[config.mk]
export PLATFORM = sky130hd
export DESIGN_NAME = idw_ram
export DESIGN_NICKNAME = d
export VERILOG_FILES = /design/src/design/idw_ram.sv
export SDC_FILE = /design/constraint.sdc
export NUM_CORES = 2
export LEC_CHECK = 0
export BUFFER_PORTS_ARGS = -buffer_cell sky130_fd_sc_hd__buf_2
export CORE_UTILIZATION = 45
export DETAILED_ROUTE_END_ITERATION = 8
export GPL_TIMING_DRIVEN = 0
export PLACE_DENSITY_LB_ADDON = 0.08
export SLEW_MARGIN = 5
export SYNTH_ARGS = -nofsm -noshare
export SYNTH_HDL_FRONTEND = slang
export SYNTH_SLANG_ARGS = --single-unit
[constraint.sdc]
create_clock -name clk -period 7.2 [get_ports clk]
set_clock_uncertainty 0.15 [all_clocks]
set_input_delay 1.8 -clock clk [delete_from_list [all_inputs] [get_ports clk]]
set_output_delay 1.8 -clock clk [all_outputs]
set_load 0.1 [all_outputs]
[src/design/idw_ram.sv]
// Generic single-port-write, single-port-read RAM with registered read data.
module idw_ram #(
    parameter int WIDTH = 64,
    parameter int DEPTH = 64
) (
    input  logic                     clk,
    input  logic                     we,
    input  logic [$clog2(DEPTH)-1:0] waddr,
    input  logic [WIDTH-1:0]         wdata,
    input  logic                     re,
    input  logic [$clog2(DEPTH)-1:0] raddr,
    output logic [WIDTH-1:0]         rdata
);

    logic [WIDTH-1:0] mem [DEPTH];

    always_ff @(posedge clk)
    begin
        if (we)
        begin
            mem[waddr] <= wdata;
        end
        if (re)
        begin
            rdata <= mem[raddr];
        end
    end

endmodule

==> run_results.csv <==
group,metric,value,unit
outcome,status,"finished, violations left",
outcome,violations,"capacitance limit, slew limit",
power_and_ir_drop,ir_drop,0.188,mV
worst_setup_path,required,7600,ps
clock_network,h-tree-depth,5,
synthesis,postSynth.asyncResetShare,0,
sta,fin_crit,5820,ps
global_routing,grt_first_pass_wirelength,620000,µm
detailed_routing,drc,0,
synthesis,ys_ff_latch,4160,
synthesis,syn_area,157000,µm²
clock_network,postCtsSetupBuffers,0,
worst_setup_path,r2r_slack,3850,ps
floorplan,dieHeight,593,µm
clock_network,ctsResizeCount,0,
sta,relSlewSlack,-0.0275,
clock_network,clockBufferDepth,4,
global_routing,antenna_found_initial,60,
power_and_ir_drop,p_clk_frac,0.422,
power_and_ir_drop,intPower,40.3,mW
sta,slew_violations,10,
synthesis,seq_area_frac_synth,0.796,
worst_setup_path,cp_max_fo,10,
worst_setup_path,criticalPathCategory,"input pin to flop",
sta,setup_violations,0,
worst_setup_path,worstSetupEndpointType,"flop",
synthesis,synthCells,6598,
sta,max_freq,172,MHz
clock_network,cts_tree,"built",
clock_network,cts.sink_count,4160,
cells_and_area,utilization,0.526,
worst_setup_path,rr_worst_depth,5,
sta,hold_slack,781,ps
sta,tns,0,ps
min_path,worstHoldPathType,"flop to flop",
place,port_buffers,134,
synthesis,ys_types,32,
flow_run,drv_cap,2,
detailed_routing,avgViaCountPerCell,6.12,
sta,hold_viol,0,
cells_and_area,syn_to_final_growth,16.3,%
detailed_routing,wl_per_cell,36.5,µm
global_routing,grt_max_degree,65,
power_and_ir_drop,combPwrFrac,0.057,
power_and_ir_drop,power_leakage,57.0,nW
clock_network,path_clk_slew,60,ps
min_path,min-delay-start,"mem[46][44]",
worst_setup_path,start_kind,"input pin",
floorplan,die_x,593,µm
worst_setup_path,r2r-start,"mem[63][33]",
floorplan,pin_count,143,
sta,rsz0062_at_grt,"false",
power_and_ir_drop,p_per_area,283,nW/µm²
clock_network,worstSkewPairLatency,980,ps
floorplan,start_util,0.453,
clock_network,cts_root_buffer,"clkbuf_16",
detailed_routing,dr.first_iter.drc_count,9652,
power_and_ir_drop,swShare,0.220,
place,place_area,169000,µm²
synthesis,synth_edf_count,4160,
min_path,hold_end,"rdata[44]",
cells_and_area,drive_above_1_share,0.295,
global_routing,overflow,0,
detailed_routing,first_pass_iters,5,
cells_and_area,fin_area,183000,µm²
place,hpwl,305000,µm
detailed_routing,drt_wl_total,451000,µm
power_and_ir_drop,power_frac_seq,0.521,
sta,worst_pin_slew,1520,ps
global_routing,grt_pass1_vias,76300,
power_and_ir_drop,p_sw,11.4,mW
min_path,hold_depth,4,
clock_network,cts_hold_buf,0,
floorplan,num_rows,216,
floorplan,core_area,347000,µm²
detailed_routing,ant_nets,0,
cells_and_area,nNetsFinal,7472,
worst_setup_path,r2r_end,"rdata[33]",
synthesis,ys_warn_count,0,
cells_and_area,fillers,26700,
synthesis,synth_fp_nets,6677,
synthesis,synthFlopType,"edfxtp_1",
global_routing,grt_use_total,0.258,
floorplan,die-area,351000,µm²
detailed_routing,vias,75700,
worst_setup_path,worstPathArrival,6220,ps
synthesis,avgSynthCellArea,23.8,µm²
clock_network,cts_buffers,437,
sta,fin_crit_sh,0.808,
place,gp_congestion,0.799,
[stage by stage]
stage	worst slack (ps)	cells	power (mW)
floorplan	1220	6598	28.9
global placement	-3320	11300	30.3
detailed placement	496	11500	30.4
CTS	1520	12300	52.1
global route	1630	12300	53.1
finish	1380	12400	51.7
[worst max-delay path, cell delays in order]
cell and delay (ps):
buf_2 240, buf_4 340, buf_2 520, buf_2 650
buf_4 370, mux2i_1 110, o22ai_1 780, a31oi_1 240
a211oi_1 1080
[cells in the final DEF (no fill, tap or decap), types with 42 or more instances in the layout]
cell	count
edfxtp_1	4160
mux4_2	1024
clkbuf_16	447
buf_2	271
clkbuf_1	234
buf_12	169
a22oi_1	168
mux2i_1	135
clkinv_1	110
a22o_1	88
clkinv_2	84
o22ai_1	82
buf_4	68
and3_1	64
a211oi_1	63
nor2_4	62
nand2_1	58
nor2_1	49
nand3_1	45
buf_16	42
[registers in the layout (all words and copies together), names as in the netlist]
register and count:
mem 4096, rdata 64
[worst max-delay path by stage]
stage               slack (ps)           to  startpoint
finish                    1380     rdata[1]    raddr[2]
global route              1630     rdata[1]    raddr[2]
CTS                       1520     rdata[1]    raddr[2]
detailed placement         500     rdata[1]    raddr[2]
global placement         -3320  mem[19][29]    waddr[1]
floorplan                 1220   mem[39][0]    waddr[5]
[cell type report]
cell class | count | area, µm² | share of cell area
antenna | 30 | 75.1 | 0.000411
tap | 4578 | 5730 | 0.0314
timing repair buffer | 356 | 5460 | 0.0299
buffer | 370 | 1780 | 0.00977
multi-input combinational | 2049 | 30700 | 0.168
inverter | 19 | 71.3 | 0.000391
sequential | 4160 | 125000 | 0.684
clock buffer | 547 | 11600 | 0.0633
clock inverter | 256 | 2170 | 0.0119
[cells by family after synthesis]
group / after synthesis / share of synthesized area
compound gates: 504 / 0.0247
buf+inv: 389 / 0.0118
flops: 4160 / 0.796
mux: 1159 / 0.156
simple gates: 386 / 0.0123
[power by group through the flow]
stage	sequential [mW]	combinational, mW	clock [mW]
final	26.9	2.94	21.8
after global routing	26.9	3.07	23.1
after CTS	26.9	2.96	22.2
after detailed placement	27.4	2.95	0
after global placement	27.5	2.85	0
after floorplan	27.7	1.25	0
[layer usage]
layer / global-route usage / part of all wire
met5: 0 / 0.00027
met4: 0.0619 / 0.025
met3: 0.0500 / 0.077
met2: 0.408 / 0.48
met1: 0.372 / 0.42
[synthesized netlist by cell type (19+ instances only)]
cell       count  area share
a211oi_1      63      0.0030
a22o_1        88      0.0049
a22oi_1      168      0.0080
a2bb2oi_1     19      0.0011
a41oi_1       26      0.0015
and3_1        64      0.0026
buf_1         20     0.00048
buf_2        170      0.0054
buf_4         34      0.0016
clkbuf_1     140      0.0033
edfxtp_1    4160        0.80
inv_1         19     0.00045
mux2i_1      135      0.0086
mux4_2      1024        0.15
nand2_1       58      0.0014
nand3_1       45      0.0014
nor2_1       112      0.0027
nor2b_1       28      0.0011
o221ai_1      38      0.0021
o22ai_1       83      0.0033
or2_2         28      0.0011
or3_1         29      0.0012
Note: power is estimated with default switching activity, not from simulation.
