$ cat src/design/idw_sqrt.sv
// Iterative floor square root, one result bit per cycle.
module idw_sqrt #(
    parameter int RAD_W = 34
) (
    input  logic                 clk,
    input  logic                 rst_n,
    input  logic                 start,
    input  logic [RAD_W-1:0]     radicand,
    output logic                 busy,
    output logic [RAD_W/2-1:0]   root
);

    localparam int HW = RAD_W / 2;
    localparam int CW = $clog2(HW + 1);

    logic [RAD_W-1:0] v_reg;
    logic [HW-1:0]    root_reg;
    logic [HW+1:0]    rem_reg;
    logic [CW-1:0]    cnt_reg;
    logic             busy_reg;

    logic [HW+3:0]    sh;
    logic [HW+3:0]    trial;
    logic [HW+3:0]    diff;
    logic             ge;

    assign sh    = {rem_reg, v_reg[RAD_W-1:RAD_W-2]};
    assign trial = {2'b00, root_reg, 2'b01};
    assign ge    = sh >= trial;
    assign diff  = sh - trial;
    assign busy  = busy_reg;
    assign root  = root_reg;

    always_ff @(posedge clk or negedge rst_n)
    begin
        if (!rst_n)
        begin
            busy_reg <= 1'b0;
            cnt_reg  <= '0;
        end
        else if (start)
        begin
            busy_reg <= 1'b1;
            cnt_reg  <= CW'(HW);
        end
        else if (busy_reg)
        begin
            cnt_reg <= cnt_reg - 1'b1;
            if (cnt_reg == CW'(1))
            begin
                busy_reg <= 1'b0;
            end
        end
    end

    always_ff @(posedge clk)
    begin
        if (start)
        begin
            v_reg    <= radicand;
            root_reg <= '0;
            rem_reg  <= '0;
        end
        else if (busy_reg)
        begin
            v_reg    <= {v_reg[RAD_W-3:0], 2'b00};
            root_reg <= {root_reg[HW-2:0], ge};
            rem_reg  <= ge ? diff[HW+1:0] : sh[HW+1:0];
        end
    end

endmodule

$ cat config.mk
export PLATFORM = sky130hd
export DESIGN_NAME = idw_sqrt
export DESIGN_NICKNAME = d
export VERILOG_FILES = /design/src/design/idw_sqrt.sv
export SDC_FILE = /design/constraint.sdc
export NUM_CORES = 1
export LEC_CHECK = 0
export BUFFER_PORTS_ARGS = -buffer_cell sky130_fd_sc_hd__buf_2
export CAP_MARGIN = 30
export CORE_AREA = 2 2 102 104
export CTS_BUF_LIST = sky130_fd_sc_hd__clkbuf_16
export DETAILED_ROUTE_END_ITERATION = 16
export DIE_AREA = 0 0 104 106
export GPL_TIMING_DRIVEN = 0
export SLEW_MARGIN = 0
export SYNTH_ARGS = -nofsm -noshare
export SYNTH_HDL_FRONTEND = slang
export SYNTH_SLANG_ARGS = --single-unit
$ cat constraint.sdc
create_clock -name clk -period 3.4 [get_ports clk]
set_input_delay 0.17 -clock clk [delete_from_list [all_inputs] [get_ports clk]]
set_output_delay 0.17 -clock clk [all_outputs]
set_load 0.02 [all_outputs]
==> key figures <==
Synth
  – Post-synth cell types: 62
  – Synth Warn #: 0
  – Synth Cell Area: 4388 sq um
  – Syn Area/Cell: 9.995 sq um
  – Seq/Total Area, Yosys: between 40% and 50%
  – Number of synthesized register bits: 76
  – Primary FF master, synth: dfxtp_1
  – Syn_nets: 497
  – Syn Inst Count: between 400 and 500
  – EDFF count, synth: 34
  – Post-synth ARST share: under 10%

GRT
  – Pin count of the biggest net entering global routing: 27
  – First-pass GRT wire length: around 17000 microns
  – Grt ovf: 0
  – Vias in the first global route: about 3400
  – GRT Util Overall: roughly a fifth
  – Initial antenna violation count: 0

Layout
  – Most common cell after layout, fill and taps aside: buf_2
  – Max reg flops: 34
  – Total Nets Final: between 500 and 600
  – N_diodes: 0
  – Share of cells above drive strength 1: 22.31%
  – Filler instances: slightly below 1000
  – Layout area overhead: 16.85%
  – Most frequent cells in the layout: buf_2 (56), nor2_1 (42), dfxtp_1 (36)

Drt
  – Total number of vias: between 3000 and 4000
  – Final WL: ~11000 microns
  – Met3 Routed Length: ~690 microns
  – Pre-antenna DRT Iters: 5
  – DR WL/cell: approximately 17 microns
  – Wire length on met1: ~5100 microns
  – DR vias/cell: 5.573
  – Met2 wire len: between 4000 and 5000 microns
  – DR iter-0 viols: between 200 and 300
  – Uppermost layer routed: met4
  – Antenna Nets Post-Route: 0
  – Residual DRC: 0

Floorplan
  – Core area: between 9000 and 10000 sq um
  – Number of I/O pins: 55
  – Initial core utilization: around 44%
  – Die Area: 11020 sq um
  – FP Rows: 37
  – Die width: roughly 100 microns
  – Die H: between 100 and 150 microns

Clocking
  – Clock tree from TritonCTS: built
  – Worst skew pair latency: 330 ps
  – Number of buffers created by CTS: 9
  – Clk pin slew, worst setup/hold paths: about 60 ps
  – Clk buf depth: 2
  – Clock sinks: 76
  – H-tree depth: 3
  – Post-CTS sizing: 0
  – CTS Root Cell: clkbuf_16

Timing
  – RSZ-0062 raised after global routing: no
  – Fin. Hold Viols: 0
  – Tightest Pin Transition: between 700 and 800 ps
  – Slew Limit Fails: 0
  – Final Cycle Share: between 80% and 90%
  – Achievable Freq: about 350 MHz
  – Post-route setup TNS: 0 ps
  – Final hold slack: between 100 and 150 ps
  – Setup violators final: 0
  – Worst clock skew: 6.632 ps
  – Final min period: 2855 ps
  – Slew Limit Headroom: between 40% and 50%

Power and ir drop
  – Sequential Power Share: ~30%
  – Worst vdd ir: 493.1 uV
  – Clk network pwr share: 18.2%
  – Logic gate share of total power: 52.5%
  – Cell-internal power: 0.002691 W
  – P per Cell Area: between 800 and 900 nW/um^2
  – Pleak: 2.208 nW
  – Sw Ratio: between 40% and 50%
  – Psw: 0.001915 W

Setup path
  – Crit path required time: about 3600 ps
  – R2R Setup Slk: roughly 550 ps
  – Reg2reg path depth: 10
  – CP Max Fanout: 7
  – Critical R2R Capture: rem_reg[3]
  – CP Capture Point: rem_reg[3]
  – FF-to-FF Start: root[6]
  – Setup crit start: root[6]
  – WP data arrival: a little over 3000 ps
  – Setup crit start kind: flip-flop
  – Critical path endpoint category: flip-flop
  – Setup CP Type: flip-flop to flip-flop

Hold path
  – HP Class: input port to flip-flop

Run
  – Max_cap viols: 0

Place
  – Routability Congestion: 0.9405
  – Port Buffers: 54
  – Hpwl dp: slightly above 8000 microns

Status
  – Outcome: finished, final reports clean
-- per-layer routing --
metal / track usage, % / vias up
li1: - / 1769
met1: 27.82 / 1695
met2: 29.56 / 128
met3: 3.863 / 14
met4: 8.687 / 0
met5: 0 / -
-- layout make-up --
| type | count | area [sq um] | share of cell area [%] |
|---|---|---|---|
| plain buffers | 21 | 96.34 | 1.879 |
| clock buffers | 9 | 225.2 | 4.392 |
| clock inverters | 7 | 36.28 | 0.7077 |
| inverters | 32 | 120.1 | 2.343 |
| multi-input cells | 310 | 2280 | 44.46 |
| flip-flops and latches | 76 | 1892 | 36.90 |
| well taps | 136 | 170.2 | 3.319 |
| repair buffers | 56 | 307.8 | 6.003 |
-- worst min path at each step --
| stage | cells past startpoint | to | slack (ps) | start |
|---|---|---|---|---|
| 6_report | 2 | v_reg[0] | 130 | radicand[0] |
| 5_1_grt | 2 | v_reg[1] | 130 | radicand[1] |
| 2_1_floorplan | 0 | busy | -130 | rst_n |
| 4_1_cts | 2 | v_reg[0] | 120 | radicand[0] |
| 3_3_place_gp | 1 | cnt_reg[0] | 0.2 | rst_n |
| 3_5_place_dp | 1 | cnt_reg[1] | 4 | rst_n |
-- stage by stage --
step | cell area [sq um] | setup slack, ps | utilization, % | std cells | power, W
3_5_place_dp | 4856 | 602.1 | 48.56 | 630 | 0.003732
4_1_cts | 5127 | 585.3 | 51.28 | 647 | 0.004592
5_1_grt | 5127 | 341.5 | 51.28 | 647 | 0.004904
3_3_place_gp | 4828 | 625.3 | 48.29 | 629 | 0.003701
6_report | 5127 | 545.2 | 51.28 | 647 | 0.004606
2_1_floorplan | 4388 | 758.5 | - | 439 | 0.003154
-- critical path, stage by stage, from the launching register on --
cell and delay, ps:
dfxtp_1 390, inv_1 90, ha_1 280, buf_2 180, nand2_2 100, a2111oi_4 390
a21oi_2 180, or4_1 520, buf_4 200, a221oi_2 290, a311oi_1 80
-- cell families after synthesis --
logic type,count (synthesis),share of synthesized area [%]
buf+inv,53,4.933
simple gates,131,15.26
flops,76,43.11
fa+ha+maj,21,5.988
xor+xnor,11,2.196
compound gates,99,16.65
mux,48,11.86
-- Yosys cell counts, types with 5 or more instances --
master | instances | area [sq um]
ha_1 | 21 | 262.8
nand2_1 | 25 | 93.84
o211ai_1 | 10 | 75.07
buf_1 | 5 | 18.77
nand3_1 | 13 | 65.06
dfxtp_1 | 36 | 720.7
mux2i_1 | 16 | 160.2
dfrtp_1 | 6 | 150.1
edfxtp_1 | 34 | 1021
a21o_1 | 8 | 60.06
nor2_1 | 42 | 157.7
a21oi_1 | 13 | 65.06
xnor2_1 | 9 | 78.83
clkbuf_1 | 11 | 41.29
a311oi_1 | 6 | 52.55
and3_1 | 6 | 37.54
nor3_1 | 12 | 60.06
mux2_2 | 32 | 360.4
nor4_1 | 9 | 56.30
inv_1 | 32 | 120.1
o21ai_0 | 15 | 75.07
-- power by group through the flow --
stage               clock network, W  logic, W  registers, W
floorplan                          0   0.00181       0.00134
global placement                   0   0.00234       0.00136
detailed placement                 0   0.00236       0.00137
CTS                         0.000857   0.00239       0.00135
global route                0.000883   0.00264       0.00138
finish                      0.000838   0.00242       0.00135
-- what timing repair did --
action | in CTS | in global routing
hold buffers | 1 | 0
setup buffers | 0 | 0
hold endpoints to repair | 6 | 0
endpoints found under the setup margin | 0 | 0
Note: power is estimated with default switching activity, not from simulation.
