<file path="src/design/idw_div.sv">
// Restoring unsigned divider, one quotient bit per cycle, variable step count.
module idw_div #(
    parameter int NUM_W = 71,
    parameter int DEN_W = 39
) (
    input  logic                         clk,
    input  logic                         rst_n,
    input  logic                         start,
    input  logic [NUM_W-1:0]             num,
    input  logic [DEN_W-1:0]             den,
    input  logic [$clog2(NUM_W+1)-1:0]   steps,
    output logic                         busy,
    output logic [NUM_W-1:0]             quo
);

    localparam int SW = $clog2(NUM_W + 1);

    logic [NUM_W-1:0] q_reg;
    logic [DEN_W-1:0] rem_reg;
    logic [DEN_W-1:0] den_reg;
    logic [SW-1:0]    cnt_reg;
    logic             busy_reg;

    logic [DEN_W:0]   trial;
    logic [DEN_W:0]   diff;
    logic             ge;
    logic [SW-1:0]    shamt;

    assign trial = {rem_reg, q_reg[NUM_W-1]};
    assign ge    = trial >= {1'b0, den_reg};
    assign diff  = trial - {1'b0, den_reg};
    assign shamt = SW'(NUM_W) - steps;
    assign busy  = busy_reg;
    assign quo   = q_reg;

    always_ff @(posedge clk or negedge rst_n)
    begin
        if (!rst_n)
        begin
            busy_reg <= 1'b0;
            cnt_reg  <= '0;
        end
        else if (start)
        begin
            busy_reg <= 1'b1;
            cnt_reg  <= steps;
        end
        else if (busy_reg)
        begin
            cnt_reg <= cnt_reg - 1'b1;
            if (cnt_reg == SW'(1))
            begin
                busy_reg <= 1'b0;
            end
        end
    end

    always_ff @(posedge clk)
    begin
        if (start)
        begin
            // numerator is left-aligned so only the live bits are walked
            q_reg   <= num << shamt;
            rem_reg <= '0;
            den_reg <= den;
        end
        else if (busy_reg)
        begin
            q_reg   <= {q_reg[NUM_W-2:0], ge};
            rem_reg <= ge ? diff[DEN_W-1:0] : trial[DEN_W-1:0];
        end
    end

endmodule

</file>
<file path="config.mk">
export PLATFORM = sky130hd
export DESIGN_NAME = idw_div
export DESIGN_NICKNAME = d
export VERILOG_FILES = /design/src/design/idw_div.sv
export SDC_FILE = /design/constraint.sdc
export NUM_CORES = 1
export LEC_CHECK = 0
export BUFFER_PORTS_ARGS = -buffer_cell sky130_fd_sc_hd__buf_2
export CORE_ASPECT_RATIO = 1.2
export CORE_UTILIZATION = 52
export CTS_BUF_LIST = sky130_fd_sc_hd__clkbuf_2
export CTS_CLUSTER_DIAMETER = 120
export DETAILED_ROUTE_END_ITERATION = 8
export PLACE_DENSITY = 0.79
export SETUP_SLACK_MARGIN = 0.05
export SYNTH_ARGS = -nofsm -noshare
export SYNTH_HDL_FRONTEND = slang
export SYNTH_SLANG_ARGS = --single-unit
</file>
<file path="constraint.sdc">
create_clock -name clk -period 3.5 [get_ports clk]
set_clock_uncertainty 0.1 [all_clocks]
set_input_delay 0.7 -clock clk [delete_from_list [all_inputs] [get_ports clk]]
set_output_delay 0.7 -clock clk [all_outputs]
set_load 0.01 [all_outputs]
</file>
==> PnR_summary.wiki <==
{| class="wikitable"
! Metric !! Value
|-
| Status || finished with violations
|-
| Violated checks || design-rule violations
|-
| Maximum number of pins on one net before global-route repair || 79
|-
| CP Data Arrival Time || 3.91 ns
|-
| Vertical die dimension || 176 µm
|-
| Type of element capturing the critical path || register
|-
| Number of flops mapped to enable cells by yosys || 110
|-
| Area Overhead vs Synth || 17.2%
|-
| Critical path, cell by cell || inv_1, ha_1, fa_1, nor2b_1, o22a_1, a21boi_0, nand2_1, a211oi_4, or2_1, buf_12, nand2_1, a311oi_1
|-
| Startpoint-to-endpoint class of the critical path || register to register
|-
| Drt initial violations || 1295
|-
| First-pass GRT wire length || 64700 µm
|-
| Worst-case headroom to the max-slew limit || 0.419
|-
| I/O pin cnt || 192
|-
| Initial cell density of the core || 0.529
|-
| Startpoint kind of the worst setup timing path || register
|-
| CTS tree || yes
|-
| Synthesized Nets || 1559
|-
| Clock sink count || 157
|-
| Layout cell share with drive strength beyond 1 || 0.266
|-
| Library cell with the largest summed area after synthesis || edfxtp_1
|-
| Met3 Track Usage GR || 0.0465
|-
| Final setup TNS || 0 ns
|-
| DRC || 1
|-
| Global route total overflow || 0
|-
| Kind of path behind the tightest hold check || input port to async pin
|-
| All-Layer GR Usage || 0.325
|-
| Top library cells by usage in the layout, fill and taps aside || buf_2, nand2_1, inv_1
|-
| Number of standard cells after synthesis || 1396
|-
| Largest cells by area after synthesis || edfxtp_1, mux4_2, dfxtp_1
|-
| Setup-violating endpoint count in the final report || 0
|-
| Number of global-route vias before repair || 11900
|-
| Post-CTS Repair Setup Buffers || 0
|-
| Final standard cell utilization of the core || 0.620
|-
| Fraction of registers with async set/reset || 0.0510
|-
| GRT met1 Usage || 0.389
|-
| Most common cell after layout, fill and taps aside || buf_2
|-
| Required time of the worst setup path || 4.14 ns
|-
| Tightest Pin Transition || 0.866 ns
|-
| Count of distinct cell types in the synthesized netlist || 76
|-
| Number of cell rows || 63
|-
| Critical path peak fanout || 28
|-
| Final wirelength || 41500 µm
|-
| Total chip power || 5280 µW
|-
| Die extent in x || 147 µm
|-
| Worst skew pair latency || 0.85 ns
|-
| Detailed-routing iteration count for the pre-antenna-repair pass || 7
|-
| Most numerous cell on the critical path || nand2_1
|-
| Total power per unit cell area || 345 nW/µm²
|-
| Synth Area per Inst || 9.35 µm²
|-
| DIE AREA || 25700 µm²
|-
| Number of warnings printed during yosys synthesis || 0
|-
| Tcrit/Tclk final || 0.936
|-
| Register area share after synthesis || 0.328
|-
| Count of pins over their slew limit || 0
|-
| Final antenna-violating net count || 0
|-
| Global Route met2 Usage || 0.552
|-
| Max Clock Freq || 305 MHz
|-
| Net count reported at finish || 1782
|-
| Final estimated routing congestion in global placement || 0.976
|-
| Slowest CP cell || edfxtp_1
|-
| Critical path's largest stage delay || 0.55 ns
|-
| RSZ-0062 raised after global routing || no
|-
| Total half-perimeter wirelength after legalization and detailed placement || 31800 µm
|-
| Count of state elements after synthesis || 157
|-
| Largest buffer count on any clock path || 2
|-
| Clock Pin Slew Worst Setup and Hold Paths || 0.28 ns
|-
| CTS Root Buffer Type || clkbuf_2
|-
| Summed instance area of the synthesized netlist || 13100 µm²
|-
| Area share of the largest cell type after synthesis || 0.253
|-
| P_leak || 0.00649 µW
|-
| Predominant post-synthesis flop cell || edfxtp_1
|-
| Initial antenna violation count || 1
|-
| Peak supply drop || 0.000170 V
|-
| Overall via count from detail_route || 12400
|-
| Min Tclk post-route || 3.27 ns
|-
| # Max-Cap Violations || 0
|-
| Vias per Instance || 6.32
|-
| Core Box Area || 24700 µm²
|-
| Layer carrying the most global-route usage || met2
|-
| Port bufs || 191
|-
| Number of levels in the clock H-tree || 4
|-
| Final hold viol count || 0
|-
| FILL cells || 2124
|-
| CTS Buf Count || 17
|-
| Number of flip-flops in the largest register || 71
|-
| Post-DR wirelength/cell || 21.2 µm
|}
final timing paths:
kind                                  start     endpoint  slack, ns  cells past startpoint
worst min-delay path                  rst_n   cnt_reg[6]       0.07                      2
worst min register to register  rem_reg[10]  rem_reg[11]       0.39                      2
max in group asynchronous             rst_n   cnt_reg[4]       3.07                      2
worst max-delay path                quo[70]  rem_reg[10]       0.23                     12
worst max register to register      quo[70]  rem_reg[10]       0.23                     12
min in group clk                      start  rem_reg[28]       0.22                      2
synth_stat cells (13+ instances only):
master and number:
a21oi_1 75, mux2i_1 73, o22ai_1 53, mux2_2 56
a21o_1 17, a211oi_1 15, ha_1 42, clkbuf_1 65
a31oi_1 13, edfxtp_1 110, mux4_2 67, xor2_1 16
dfxtp_1 39, o21ai_0 80, o22a_1 13, a311oi_1 16
nand3_1 14, nand2_1 155, nor2_1 107, nand2b_1 14
xnor2_1 21, o211ai_1 14, nor3_1 23, buf_2 15
inv_1 115
final cells by class:
class | instances | area (µm²) | share of cell area
clock buffer | 18 | 90.1 | 0.00589
multi-input combinational | 1025 | 7920 | 0.518
tap | 325 | 407 | 0.0266
clock inverter | 14 | 145 | 0.00949
timing repair buffer | 303 | 2010 | 0.132
inverter | 115 | 432 | 0.0282
sequential | 157 | 4280 | 0.280
antenna | 1 | 2.50 | 0.000164
cell families after synthesis:
| family | after synthesis | synth area share |
|---|---|---|
| adders and majority gates | 43 | 0.0418 |
| muxes | 196 | 0.220 |
| xor gates and xnor gates | 37 | 0.0248 |
| buffers and inverters | 214 | 0.0667 |
| AOI/OAI and AO/OA | 371 | 0.189 |
| DFF | 157 | 0.328 |
| and+or+nand+nor | 378 | 0.130 |
power by group:
part | internal, µW | switching [µW] | total [µW]
Clock | 296 | 780 | 1080
Sequential | 2190 | 136 | 2330
Combinational | 812 | 1070 | 1880
worst max-delay path, delay by kind of cell (launching register included):
kind	cells	cell delay [ns]
compound gates	4	1.17
fa+ha+maj	2	0.42
buf+inv	2	0.35
flops	1	0.55
simple gates	4	0.60
metrics by stage:
| step | cell area, µm² | setup WS (ns) | cells | hold slack, ns |
|---|---|---|---|---|
| final | 15300 | 0.226 | 1958 | 0.0749 |
| after global routing | 15300 | 0.0525 | 1958 | 0.0274 |
| after CTS | 15300 | 0.183 | 1956 | 0.00570 |
| after detailed placement | 14600 | 0.178 | 1881 | 0.378 |
| after global placement | 14600 | 0.184 | 1881 | 0.368 |
| after floorplan | 13100 | 0.0919 | 1396 | 0.304 |
routing by layer:
metal,share of wire,vias up
met5,0,-
met4,0.062,0
met3,0.070,139
met2,0.49,654
met1,0.38,5895
li1,-,5682
timing repair:
| item | in CTS | in global routing |
|---|---|---|
| resized for setup | 0 | 1 |
| endpoints found under the hold margin | 50 | 1 |
| endpoints found under the setup margin | 0 | 7 |
| hold buffers | 43 | 1 |
Power figures use the tool's default switching activity.
